File: config.mk
export PLATFORM = sky130hd
export DESIGN_NAME = sam_cell
export DESIGN_NICKNAME = d
export VERILOG_FILES = /design/src/sam_pkg.sv /design/src/sam_cell.sv
export SDC_FILE = /design/constraint.sdc
export NUM_CORES = 1
export LEC_CHECK = 0
export BUFFER_PORTS_ARGS = -buffer_cell sky130_fd_sc_hd__buf_2
export CORE_MARGIN = 2
export CORE_UTILIZATION = 24
export CTS_CLUSTER_DIAMETER = 60
export DETAILED_ROUTE_END_ITERATION = 6
export PLACE_DENSITY = 0.58
export SLEW_MARGIN = 10
export SYNTH_ARGS = -nofsm -noshare
export SYNTH_HDL_FRONTEND = slang
export SYNTH_SLANG_ARGS = --single-unit
File: constraint.sdc
create_clock -name i_clk -period 1.7 [get_ports i_clk]
set_input_delay 0.255 -clock i_clk [delete_from_list [all_inputs] [get_ports i_clk]]
set_output_delay 0.255 -clock i_clk [all_outputs]
set_load 0.005 [all_outputs]
File: src/sam_pkg.sv
`timescale 1ns / 1ps

package sam_pkg;

    localparam int DATA_W      = 32;
    localparam int FRAC_BITS   = 16;
    localparam int STACK_DEPTH = 256;
    localparam int CONST_DEPTH = 256;
    localparam int SP_W        = $clog2(STACK_DEPTH + 1);
    localparam int STACK_AW    = $clog2(STACK_DEPTH);
    localparam int CONST_AW    = $clog2(CONST_DEPTH);
    localparam int OP_W        = 8;
    localparam int IDX_W       = 8;
    localparam int REQ_W       = 2;
    localparam int STAT_W      = 2;

    // long-division width: dividend is |a| << FRAC_BITS plus half the divisor
    localparam int DIV_W       = DATA_W + FRAC_BITS;
    localparam int CNT_W       = $clog2(DIV_W);
    localparam int PROD_W      = 2 * DATA_W;

    localparam int IN_TDATA_W  = 48;
    localparam int OUT_FIELD_W = STAT_W + DATA_W + SP_W;
    localparam int OUT_TDATA_W = ((OUT_FIELD_W + 7) / 8) * 8;
    localparam int OUT_PAD_W   = OUT_TDATA_W - OUT_FIELD_W;

    localparam logic signed [DATA_W-1:0] Q_MAX = {1'b0, {(DATA_W-1){1'b1}}};
    localparam logic signed [DATA_W-1:0] Q_MIN = {1'b1, {(DATA_W-1){1'b0}}};
    localparam logic [DIV_W-1:0] MAG_MAX = {{(DIV_W-DATA_W+1){1'b0}}, {(DATA_W-1){1'b1}}};
    localparam logic [DIV_W-1:0] MAG_MIN =
        {{(DIV_W-DATA_W){1'b0}}, 1'b1, {(DATA_W-1){1'b0}}};
    localparam logic [PROD_W-1:0] HALF_LSB = PROD_W'(1) << (FRAC_BITS - 1);

    localparam logic [OP_W-1:0] OP_PUSH_CONST = 8'd0;
    localparam logic [OP_W-1:0] OP_ADD        = 8'd1;
    localparam logic [OP_W-1:0] OP_SUB        = 8'd2;
    localparam logic [OP_W-1:0] OP_MUL        = 8'd3;
    localparam logic [OP_W-1:0] OP_DIV        = 8'd4;
    localparam logic [OP_W-1:0] OP_NEG        = 8'd5;
    localparam logic [OP_W-1:0] OP_RETURN     = 8'd6;

    typedef enum logic [REQ_W-1:0] {
        REQ_EXEC      = 2'd0,
        REQ_CONST_WR  = 2'd1,
        REQ_STACK_CLR = 2'd2,
        REQ_NOP       = 2'd3
    } t_req;

    typedef enum logic [STAT_W-1:0] {
        STAT_OK        = 2'd0,
        STAT_UNDERFLOW = 2'd1,
        STAT_OVERFLOW  = 2'd2,
        STAT_DIV_ZERO  = 2'd3
    } t_status;

    typedef enum logic [1:0] {
        CELL_HOLD,
        CELL_DOWN,
        CELL_UP
    } t_cell_op;

    typedef enum logic {
        ST_IDLE,
        ST_RUN
    } t_top_st;

    typedef enum logic [1:0] {
        ALU_IDLE,
        ALU_MUL,
        ALU_DIV
    } t_alu_st;

    typedef struct packed {
        logic start;
        logic is_div;
    } t_alu_req;

    typedef struct packed {
        logic                     done;
        logic signed [DATA_W-1:0] result;
    } t_alu_rsp;

    // saturate a sign/magnitude pair to the value range
    function automatic logic signed [DATA_W-1:0] f_sat_mag(input logic [DIV_W-1:0] mag,
                                                            input logic neg);
        logic [DATA_W-1:0] low;
        low = mag[DATA_W-1:0];
        if (neg) begin
            if (mag > MAG_MIN) return Q_MIN;
            return -low;
        end
        if (mag > MAG_MAX) return Q_MAX;
        return low;
    endfunction

    // saturate a sum that grew by one bit
    function automatic logic signed [DATA_W-1:0] f_sat_wide(input logic signed [DATA_W:0] v);
        if (v[DATA_W] != v[DATA_W-1]) return v[DATA_W] ? Q_MIN : Q_MAX;
        return v[DATA_W-1:0];
    endfunction

endpackage

File: src/sam_cell.sv
`timescale 1ns / 1ps

module sam_cell import sam_pkg::*; (
    input  logic                     i_clk,
    input  t_cell_op                 i_cmd,
    input  logic signed [DATA_W-1:0] i_prev,
    input  logic signed [DATA_W-1:0] i_next,
    output logic signed [DATA_W-1:0] o_value
);

    logic signed [DATA_W-1:0] r_value;

    // down: take the entry nearer the top (push); up: take the one below (pop)
    always_ff @(posedge i_clk) begin
        case (i_cmd)
            CELL_DOWN: r_value <= i_prev;
            CELL_UP:   r_value <= i_next;
            default:   r_value <= r_value;
        endcase
    end

    assign o_value = r_value;

endmodule

==> impl_summary.log <==
INFO  metric routed_wl = 3120 um
INFO  metric gr-total-overflow = 0
INFO  metric routed_wire_length_per_instance = 12.4 um
INFO  metric postPlaceCellArea = 2090 sq um
INFO  metric first_pass_iters = 4
INFO  metric ios = 99
INFO  metric track_usage = 9.23%
INFO  metric power_density = 892 nW/um^2
INFO  metric timing.critical_path.required = 1.73 ns
INFO  metric cts_root_buffer = sky130_fd_sc_hd__clkbuf_8
INFO  metric critPathSlowestCell = sky130_fd_sc_hd__mux2_2
INFO  metric ctsLongestPathBuffers = 2
INFO  metric critical_path.startpoint_type = input port
INFO  metric worstPathMaxFanout = 23
INFO  metric antenna_cells_inserted = 0
INFO  metric detail-route-antenna-nets = 0
INFO  metric layout-drive-gt1-share = 79.4%
INFO  metric cp_slowest_stage_delay = 0.35 ns
INFO  metric synth-seq-area-share = 63.0%
INFO  metric final-hold-violation-count = 0
INFO  metric die_width = 83.7 um
INFO  metric final-max-slew-violation-count = 0
INFO  metric min_from = i_prev[28]
INFO  metric worst_setup_path_end_kind = register
INFO  metric drt_iter0_markers = 16
INFO  metric cell_count_after_synthesis = 71
INFO  metric floorplan.initialDensity = 24.4%
INFO  metric final_cell_area = 2170 sq um
INFO  metric cts_tree = built
INFO  metric area_of_the_core = 6240 sq um
INFO  metric worst-path-buf-inv = 3
INFO  metric whs_path_depth = 2
INFO  metric preCtsSetupSlack = 0.265 ns
INFO  metric max_freq = 883 MHz
INFO  metric vdd_ir_drop_max = 424 uV
INFO  metric syn_nets = 139
INFO  metric final_period_minus_worst_setup_slack = 1.13 ns
INFO  metric postLayoutSetupSlackWorst = 0.567 ns
INFO  metric critPathKind = input port to register
INFO  metric grt_setup_unrepaired = false
INFO  metric fp-row-count = 29
INFO  metric route.detailed.drc = 0
INFO  metric timing.max_cap.violations = 0
INFO  metric per_cell_via_count_in_the_routed_design = 3.90
INFO  metric cts-htree-levels = 2
INFO  metric cts_repair_resize_count = 0
INFO  metric dieArea = 7010 sq um
INFO  metric outcome = finished, final reports clean
INFO  metric synthesis.area_per_instance = 21.5 sq um
INFO  metric critical_path.cell_chain = buf_2, inv_1, ha_2, buf_12, mux2_2
INFO  metric tritoncts.num_buffers = 5
INFO  metric synthesis.yosys.warnings = 0
INFO  metric cts_setup_buffers = 0
INFO  metric whs_endpoint = o_value[28]$_DFFE_PP_
INFO  metric max_slew.worst_pin.slew = 0.183 ns
INFO  metric dieHeight = 83.7 um
INFO  metric clock_sink_count = 32
INFO  metric vias_after_detailed_routing = 984
INFO  metric synth_cell_type_count = 7
INFO  metric num-nets-final = 243
INFO  metric fin_setup_tns = 0 ns
INFO  metric ys_seq_elements = 32
INFO  metric grt_antenna_before_repair = 0
INFO  metric finalSetupViolations = 0
INFO  metric portBuffers = 98
INFO  metric relative_slew_slack = 87.8%
INFO  metric worstHoldPathType = input port to register
INFO  metric clkTransAtPathRegs = 0.07 ns
INFO  metric cpLargestDelayFamily = buffers and inverters
INFO  metric postCtsHoldBufs = 0
INFO  metric post_synthesis_cell_area = 1530 sq um
INFO  metric period_utilisation_layout = 66.6%
INFO  metric finalWeightedCongestion = 0.649
INFO  metric static-leakage-power = 1.01 nW
INFO  metric grt_max_degree = 31
INFO  metric largest_register_ff_count = 32
INFO  metric number_of_global_route_vias_before_repair = 1040
INFO  metric critPathArrivalTime = 1.17 ns
INFO  metric grt_first_pass_wirelength = 4910 um
INFO  metric areaGrowthSynthToFinish = 42.1%
==> layout make-up <==
type	instances	area (sq um)
clock buffers	5	68.8
clock inverters	2	7.51
fillers	639	4070
inverters	2	7.51
multi-input cells	33	488
flip-flops and latches	32	961
well taps	77	96.3
repair buffers	101	538
==> synthesized netlist by cell type <==
master	count	share of area, %
sky130_fd_sc_hd__mux2_2	2	1.5
sky130_fd_sc_hd__buf_6	1	0.74
sky130_fd_sc_hd__ha_1	1	0.82
sky130_fd_sc_hd__mux2_4	30	30
sky130_fd_sc_hd__edfxtp_1	32	63
sky130_fd_sc_hd__buf_12	3	3.9
sky130_fd_sc_hd__inv_1	2	0.49
==> kinds of logic after synthesis <==
| group | after synthesis | share of synthesized area, % |
|---|---|---|
| flops | 32 | 63.0 |
| fa+ha+maj | 1 | 0.820 |
| mux | 32 | 31.0 |
| buf+inv | 6 | 5.17 |
==> worst max path at each step <==
stage,start,to,slack [ns],cells after the start
after detailed placement,i_cmd[0],o_value[31]$_DFFE_PP_,0.26,5
after floorplan,i_cmd[0],o_value[0]$_DFFE_PP_,0.12,3
after CTS,i_cmd[0],o_value[31]$_DFFE_PP_,0.58,5
final,i_cmd[0],o_value[31]$_DFFE_PP_,0.57,5
after global placement,i_cmd[0],o_value[31]$_DFFE_PP_,0.28,5
after global routing,i_cmd[0],o_value[31]$_DFFE_PP_,0.53,5
==> routing by layer <==
metal	share of wire, %	wire length [um]	GRT usage [%]
met1	39	1230	10.4
met2	47	1480	14.5
met3	12	384	5.34
met4	0.83	26	3.52
met5	0	0	0
==> through the flow <==
| step | hold slack, ns | cells | utilization (%) | power, mW |
|---|---|---|---|---|
| floorplan | 0.472 | 71 | - | 1.22 |
| global placement | 0.556 | 245 | 33.5 | 1.42 |
| finish | 0.273 | 252 | 34.7 | 1.93 |
| detailed placement | 0.558 | 245 | 33.5 | 1.43 |
| global route | 0.262 | 252 | 34.7 | 2.04 |
| CTS | 0.257 | 252 | 34.7 | 1.98 |
==> layout by cell type, fill, tap and decap left out, drive strengths merged <==
| cell | n |
|---|---|
| clkbuf | 5 |
| buf | 101 |
| inv | 2 |
| clkinv | 2 |
| ha | 1 |
| mux2 | 32 |
| edfxtp | 32 |
==> report_power, final <==
| part | switching, mW | internal, mW |
|---|---|---|
| Sequential | 0.0250 | 1.00 |
| Clock | 0.262 | 0.270 |
| Combinational | 0.147 | 0.225 |
No activity file was read; power rests on OpenSTA's default activity.
