**src/sam_pkg.sv**
```systemverilog
`timescale 1ns / 1ps

package sam_pkg;

    localparam int DATA_W      = 32;
    localparam int FRAC_BITS   = 16;
    localparam int STACK_DEPTH = 256;
    localparam int CONST_DEPTH = 256;
    localparam int SP_W        = $clog2(STACK_DEPTH + 1);
    localparam int STACK_AW    = $clog2(STACK_DEPTH);
    localparam int CONST_AW    = $clog2(CONST_DEPTH);
    localparam int OP_W        = 8;
    localparam int IDX_W       = 8;
    localparam int REQ_W       = 2;
    localparam int STAT_W      = 2;

    // long-division width: dividend is |a| << FRAC_BITS plus half the divisor
    localparam int DIV_W       = DATA_W + FRAC_BITS;
    localparam int CNT_W       = $clog2(DIV_W);
    localparam int PROD_W      = 2 * DATA_W;

    localparam int IN_TDATA_W  = 48;
    localparam int OUT_FIELD_W = STAT_W + DATA_W + SP_W;
    localparam int OUT_TDATA_W = ((OUT_FIELD_W + 7) / 8) * 8;
    localparam int OUT_PAD_W   = OUT_TDATA_W - OUT_FIELD_W;

    localparam logic signed [DATA_W-1:0] Q_MAX = {1'b0, {(DATA_W-1){1'b1}}};
    localparam logic signed [DATA_W-1:0] Q_MIN = {1'b1, {(DATA_W-1){1'b0}}};
    localparam logic [DIV_W-1:0] MAG_MAX = {{(DIV_W-DATA_W+1){1'b0}}, {(DATA_W-1){1'b1}}};
    localparam logic [DIV_W-1:0] MAG_MIN =
        {{(DIV_W-DATA_W){1'b0}}, 1'b1, {(DATA_W-1){1'b0}}};
    localparam logic [PROD_W-1:0] HALF_LSB = PROD_W'(1) << (FRAC_BITS - 1);

    localparam logic [OP_W-1:0] OP_PUSH_CONST = 8'd0;
    localparam logic [OP_W-1:0] OP_ADD        = 8'd1;
    localparam logic [OP_W-1:0] OP_SUB        = 8'd2;
    localparam logic [OP_W-1:0] OP_MUL        = 8'd3;
    localparam logic [OP_W-1:0] OP_DIV        = 8'd4;
    localparam logic [OP_W-1:0] OP_NEG        = 8'd5;
    localparam logic [OP_W-1:0] OP_RETURN     = 8'd6;

    typedef enum logic [REQ_W-1:0] {
        REQ_EXEC      = 2'd0,
        REQ_CONST_WR  = 2'd1,
        REQ_STACK_CLR = 2'd2,
        REQ_NOP       = 2'd3
    } t_req;

    typedef enum logic [STAT_W-1:0] {
        STAT_OK        = 2'd0,
        STAT_UNDERFLOW = 2'd1,
        STAT_OVERFLOW  = 2'd2,
        STAT_DIV_ZERO  = 2'd3
    } t_status;

    typedef enum logic [1:0] {
        CELL_HOLD,
        CELL_DOWN,
        CELL_UP
    } t_cell_op;

    typedef enum logic {
        ST_IDLE,
        ST_RUN
    } t_top_st;

    typedef enum logic [1:0] {
        ALU_IDLE,
        ALU_MUL,
        ALU_DIV
    } t_alu_st;

    typedef struct packed {
        logic start;
        logic is_div;
    } t_alu_req;

    typedef struct packed {
        logic                     done;
        logic signed [DATA_W-1:0] result;
    } t_alu_rsp;

    // saturate a sign/magnitude pair to the value range
    function automatic logic signed [DATA_W-1:0] f_sat_mag(input logic [DIV_W-1:0] mag,
                                                            input logic neg);
        logic [DATA_W-1:0] low;
        low = mag[DATA_W-1:0];
        if (neg) begin
            if (mag > MAG_MIN) return Q_MIN;
            return -low;
        end
        if (mag > MAG_MAX) return Q_MAX;
        return low;
    endfunction

    // saturate a sum that grew by one bit
    function automatic logic signed [DATA_W-1:0] f_sat_wide(input logic signed [DATA_W:0] v);
        if (v[DATA_W] != v[DATA_W-1]) return v[DATA_W] ? Q_MIN : Q_MAX;
        return v[DATA_W-1:0];
    endfunction

endpackage

```
**src/sam_alu.sv**
```systemverilog
`timescale 1ns / 1ps

module sam_alu import sam_pkg::*; (
    input  logic                     i_clk,
    input  logic                     i_rst_n,
    input  t_alu_req                 i_req,
    input  logic signed [DATA_W-1:0] i_a,
    input  logic signed [DATA_W-1:0] i_b,
    output t_alu_rsp                 o_rsp
);

    t_alu_st r_state, n_state;
    logic    r_done, n_done;

    logic                     r_neg;
    logic [PROD_W-1:0]        r_prod;
    logic [DIV_W-1:0]         r_num;
    logic [DATA_W-1:0]        r_den;
    logic [DATA_W-1:0]        r_rem;
    logic [CNT_W-1:0]         r_cnt;
    logic signed [DATA_W-1:0] r_result;

    logic [DATA_W-1:0] w_mag_a, w_mag_b;
    logic [DIV_W-1:0]  w_dividend;
    logic [PROD_W-1:0] w_prod_rnd;
    logic [DATA_W:0]   w_rem_sh;
    logic              w_ge;
    logic [DATA_W:0]   w_rem_sub;

    assign w_mag_a    = i_a[DATA_W-1] ? (~i_a) + 1'b1 : i_a;
    assign w_mag_b    = i_b[DATA_W-1] ? (~i_b) + 1'b1 : i_b;
    assign w_dividend = {w_mag_a, {FRAC_BITS{1'b0}}} + DIV_W'(w_mag_b >> 1);
    assign w_prod_rnd = r_prod + HALF_LSB;

    // restoring division, one quotient bit per cycle; r_num shifts into the quotient
    assign w_rem_sh  = {r_rem, r_num[DIV_W-1]};
    assign w_ge      = (w_rem_sh >= {1'b0, r_den});
    assign w_rem_sub = w_rem_sh - {1'b0, r_den};

    always_ff @(posedge i_clk) begin
        if (!i_rst_n) begin
            r_state <= ALU_IDLE;
            r_done  <= 1'b0;
        end else begin
            r_state <= n_state;
            r_done  <= n_done;
        end
    end

    always_comb begin
        n_state = r_state;
        n_done  = r_done;
        case (r_state)
            ALU_IDLE: begin
                if (i_req.start) begin
                    n_done  = 1'b0;
                    n_state = i_req.is_div ? ALU_DIV : ALU_MUL;
                end
            end
            ALU_MUL: begin
                n_done  = 1'b1;
                n_state = ALU_IDLE;
            end
            ALU_DIV: begin
                if (r_cnt == '0) begin
                    n_done  = 1'b1;
                    n_state = ALU_IDLE;
                end
            end
            default: n_state = ALU_IDLE;
        endcase
    end

    always_ff @(posedge i_clk) begin
        if (r_state == ALU_IDLE && i_req.start) begin
            r_neg  <= i_a[DATA_W-1] ^ i_b[DATA_W-1];
            r_prod <= w_mag_a * w_mag_b;
            r_num  <= w_dividend;
            r_den  <= w_mag_b;
            r_rem  <= '0;
            r_cnt  <= CNT_W'(DIV_W - 1);
        end else if (r_state == ALU_MUL) begin
            r_result <= f_sat_mag(w_prod_rnd[FRAC_BITS +: DIV_W], r_neg);
        end else if (r_state == ALU_DIV) begin
            r_rem <= w_ge ? w_rem_sub[DATA_W-1:0] : w_rem_sh[DATA_W-1:0];
            r_num <= {r_num[DIV_W-2:0], w_ge};
            r_cnt <= r_cnt - 1'b1;
            if (r_cnt == '0) begin
                r_result <= f_sat_mag({r_num[DIV_W-2:0], w_ge}, r_neg);
            end
        end
    end

    assign o_rsp.done   = r_done;
    assign o_rsp.result = r_result;

endmodule
```
**config.mk**
```make
export PLATFORM = sky130hd
export DESIGN_NAME = sam_alu
export DESIGN_NICKNAME = d
export VERILOG_FILES = /design/src/sam_pkg.sv /design/src/sam_alu.sv
export SDC_FILE = /design/constraint.sdc
export NUM_CORES = 2
export LEC_CHECK = 0
export ABC_AREA = 1
export BUFFER_PORTS_ARGS = -buffer_cell sky130_fd_sc_hd__buf_2
export CAP_MARGIN = 10
export CORE_AREA = 2 2 292 294
export CTS_CLUSTER_SIZE = 12
export DETAILED_ROUTE_END_ITERATION = 10
export DIE_AREA = 0 0 294 296
export GPL_TIMING_DRIVEN = 0
export PLACE_DENSITY = 0.74
export SYNTH_ARGS = -nofsm -noshare
export SYNTH_HDL_FRONTEND = slang
export SYNTH_SLANG_ARGS = --single-unit
```
**constraint.sdc**
```tcl
create_clock -name i_clk -period 17.57 [get_ports i_clk]
set_input_delay 1.757 -clock i_clk [delete_from_list [all_inputs] [get_ports i_clk]]
set_output_delay 1.757 -clock i_clk [all_outputs]
set_load 0.02 [all_outputs]
```
==> impl_metrics.py <==
metrics = {
    "clock_network": {
        "holdBufCountCts": 0,
        "cts_resized": 0,
        "clock_latency_ns": 0.54,
        "root_buffer": "clkbuf_16",
        "cts_inserted_buffers": 22,
        "cts_tree": "done",
        "clock-sinks": 203,
        "path_clk_slew_ns": 0.07,
        "cts.path.max_buffers": 3,
        "postCtsSetupBuffers": 0,
        "cts-htree-levels": 1,
    },
    "routing": {
        "drc": 0,
        "routed_wirelength_mm": 202.4,
        "drt_iter0_markers": 5152,
        "drtPass1Iterations": 8,
        "num_vias": 47100,
        "post_drt_wl_per_cell_um": 25.48,
        "vias_per_cell": 5.929,
        "wl_met2_mm": 87.32,
        "highest_layer": "met5",
        "wl_met1_mm": 70.44,
        "wl_met3_mm": 26.31,
        "antenna_left": 0,
    },
    "layout": {
        "final_area_mm2": 0.05276,
        "nNetsFinal": 8111,
        "fillers": 7932,
        "drive_gt1_frac": 0.03730,
        "multiInputGateArea_mm2": 0.03771,
        "final_cells": 7943,
        "synthToLayoutAreaGrowth_pct": 5.602,
        "seqCellArea_mm2": 0.005685,
    },
    "synth": {
        "netlist.area_leader.share": 0.3586,
        "yosys.area.top_type": "fa_1",
        "syn_avg_cell_area_um2": 7.468,
        "ys_seq_area_frac": 0.1138,
        "synth_cell_type_count": 57,
        "syn_inst": 6691,
        "synth_area_leaders": "fa_1, nand2_1, inv_1, edfxtp_1, ha_1",
        "async_flop_share": 0,
        "synth_area_mm2": 0.04997,
        "ys_warn_count": 0,
        "synth-main-ff-cell": "edfxtp_1",
        "synth_edf_count": 162,
        "yosys_register_bits": 203,
        "synth_nets": 7976,
    },
    "floorplan": {
        "fp.dieH_um": 296,
        "start_util": 0.5933,
        "rows": 107,
        "core_area_mm2": 0.08421,
        "die_width_um": 294,
        "die_area_mm2": 0.08702,
        "io_pins": 101,
    },
    "sta": {
        "setup_viol": 0,
        "period_share": 0.7378,
        "rsz0062_at_grt": "false",
        "fin_crit_ns": 12.96,
        "drv_slew": 11,
        "slew_headroom": -0.003618,
        "tightest_slew_ns": 1.505,
        "max_clock_freq_ghz": 0.07714,
        "hold_viol_final": 0,
        "fin_setup_tns_ns": 0,
        "worst_clock_skew_ns": 0.01542,
    },
    "global_route": {
        "grt_max_degree": 51,
        "antenna_found_initial": 18,
        "grt_overflow_total": 0,
        "grt_use_total": 0.4696,
        "grt_pass1_vias": 45800,
        "grt_pass1_wl_mm": 293.1,
    },
    "setup_path": {
        "cp.required_ns": 17.85,
        "critPathMaxStageDelay_ns": 0.91,
        "crit_type": "input pin to flip-flop",
        "arrival_ns": 13.24,
        "cp_slowest_cell": "clkbuf_1",
        "cp_max_fo": 10,
        "crit_top_cell": "nand2_1",
        "worst-path-buf-inv": 13,
        "cp-start-kind": "input pin",
        "critPathTopFamily": "adder cells",
        "cp-end-kind": "flip-flop",
    },
    "placement": {
        "place_congestion": 1.110,
        "dp_hpwl_mm": 168.9,
        "place_area_mm2": 0.05205,
        "portBuffers": 100,
        "dp.cells": 7891,
    },
    "status": {
        "violations": "capacitance limit, slew limit",
        "outcome": "finished with violations",
    },
    "min_path": {
        "hp-class": "flip-flop to flip-flop",
    },
    "run": {
        "drv_cap": 1,
    },
}
## per-layer routing
metal / global-route usage / up-vias
met1: 0.5687 / 22750
met2: 0.7034 / 3131
li1: - / 20330
met5: 0.007206 / -
met4: 0.3509 / 10
met3: 0.1501 / 877
## cells in the final DEF (no fill, tap or decap), drive strengths merged, types with 3 or more instances in the layout
cell,netlist,routed
o21bai,15,15
o22ai,9,9
nand3b,9,9
a21o,10,10
a21boi,6,6
edfxtp,162,162
nor4,19,19
o21ai,246,246
or2,13,13
inv,1498,1499
or3,3,3
ha,322,322
a221oi,3,3
xnor2,47,47
o21a,16,16
diode,0,16
nand3,248,248
nand2,1570,1570
a32o,6,6
o211ai,9,9
clkinv,14,18
dfxtp,41,41
buf,48,159
a31oi,16,16
nand4,56,56
a21oi,181,181
clkbuf,180,209
xor2,89,89
nor3,55,55
fa,895,895
nor2,885,885
## logic make-up after synthesis
| group | Yosys count | synth area share |
|---|---|---|
| AO/OA/AOI/OAI | 532 | 0.05892 |
| XOR/XNOR | 136 | 0.02384 |
| AND/OR/NAND/NOR | 2863 | 0.2322 |
| flip-flops | 203 | 0.1138 |
| buffers and inverters | 1740 | 0.1320 |
| adder cells (fa/ha/maj) | 1217 | 0.4392 |
## sequential cells by signal (all words and copies together) (netlist names)
register	flops
r_den	32
r_cnt	6
r_prod	49
r_neg	1
r_rem	32
r_done	1
r_state	2
r_result	32
r_num	48
## worst paths after layout
path                            slack (ns)  cells past startpoint                endpoint           startpoint
worst max-delay path                  4.61                     41    r_prod[57]$_DFFE_PP_               i_a[0]
worst min-delay path                  0.46                      2     r_done$_SDFFE_PN0P_  r_done$_SDFFE_PN0P_
worst max register to register       11.75                     25  r_result[31]$_DFFE_PP_   r_den[2]$_DFFE_PP_
worst min register to register        0.46                      2     r_done$_SDFFE_PN0P_  r_done$_SDFFE_PN0P_
## cell type report
class,instances,share of cell area
antenna,16,0.0007588
timing repair buffer,111,0.01335
clock buffer,29,0.01133
clock inverter,6,0.001115
multi-input combinational,4748,0.7147
sequential,203,0.1078
buffer,228,0.01755
inverter,1512,0.1076
tap,1090,0.02585
## synthesized netlist by cell type, drive strengths merged (6+ instances only)
cell type / count
nor3: 55
a32o: 6
nand3: 248
nand3b: 9
nor2: 885
nand4: 56
o211ai: 9
buf: 48
clkinv: 14
o21bai: 15
o21ai: 246
xnor2: 47
clkbuf: 180
dfxtp: 41
a21o: 10
fa: 895
o21a: 16
or2: 13
inv: 1498
nand2: 1570
xor2: 89
a31oi: 16
o22ai: 9
nor4: 19
a21boi: 6
ha: 322
a21oi: 181
edfxtp: 162
## per-stage QoR
step / hold WS (ns) / setup slack (ns) / util
after floorplan: 0.4234 / 7.775 / -
after global placement: 0.4328 / 4.602 / 0.6155
after detailed placement: 0.4495 / 4.603 / 0.6181
after CTS: 0.4589 / 5.103 / 0.6259
after global routing: 0.4864 / 4.302 / 0.6261
final: 0.4570 / 4.606 / 0.6266
## worst reg2reg max path, cell delays in order, from the launching register on
cell,delay [ns]
edfxtp_1,0.32
inv_1,0.05
ha_1,0.36
a21oi_1,0.22
o21ai_0,0.14
nand2_1,0.09
nand3_1,0.16
nand2_1,0.10
nand2_1,0.13
nand2_1,0.22
nand2_1,0.11
inv_1,0.35
buf_1,0.73
ha_1,0.41
nand3_1,0.13
nor2_1,0.25
inv_1,0.15
nor3_1,0.25
nand3_1,0.11
nand2_1,0.12
nand2_1,0.25
inv_2,0.19
buf_2,0.27
nand3_1,0.21
nand3_1,0.17
nand2_1,0.08
Power is not shown: default switching activity piles up to over one toggle a cycle in this logic, so the estimate is an artifact.
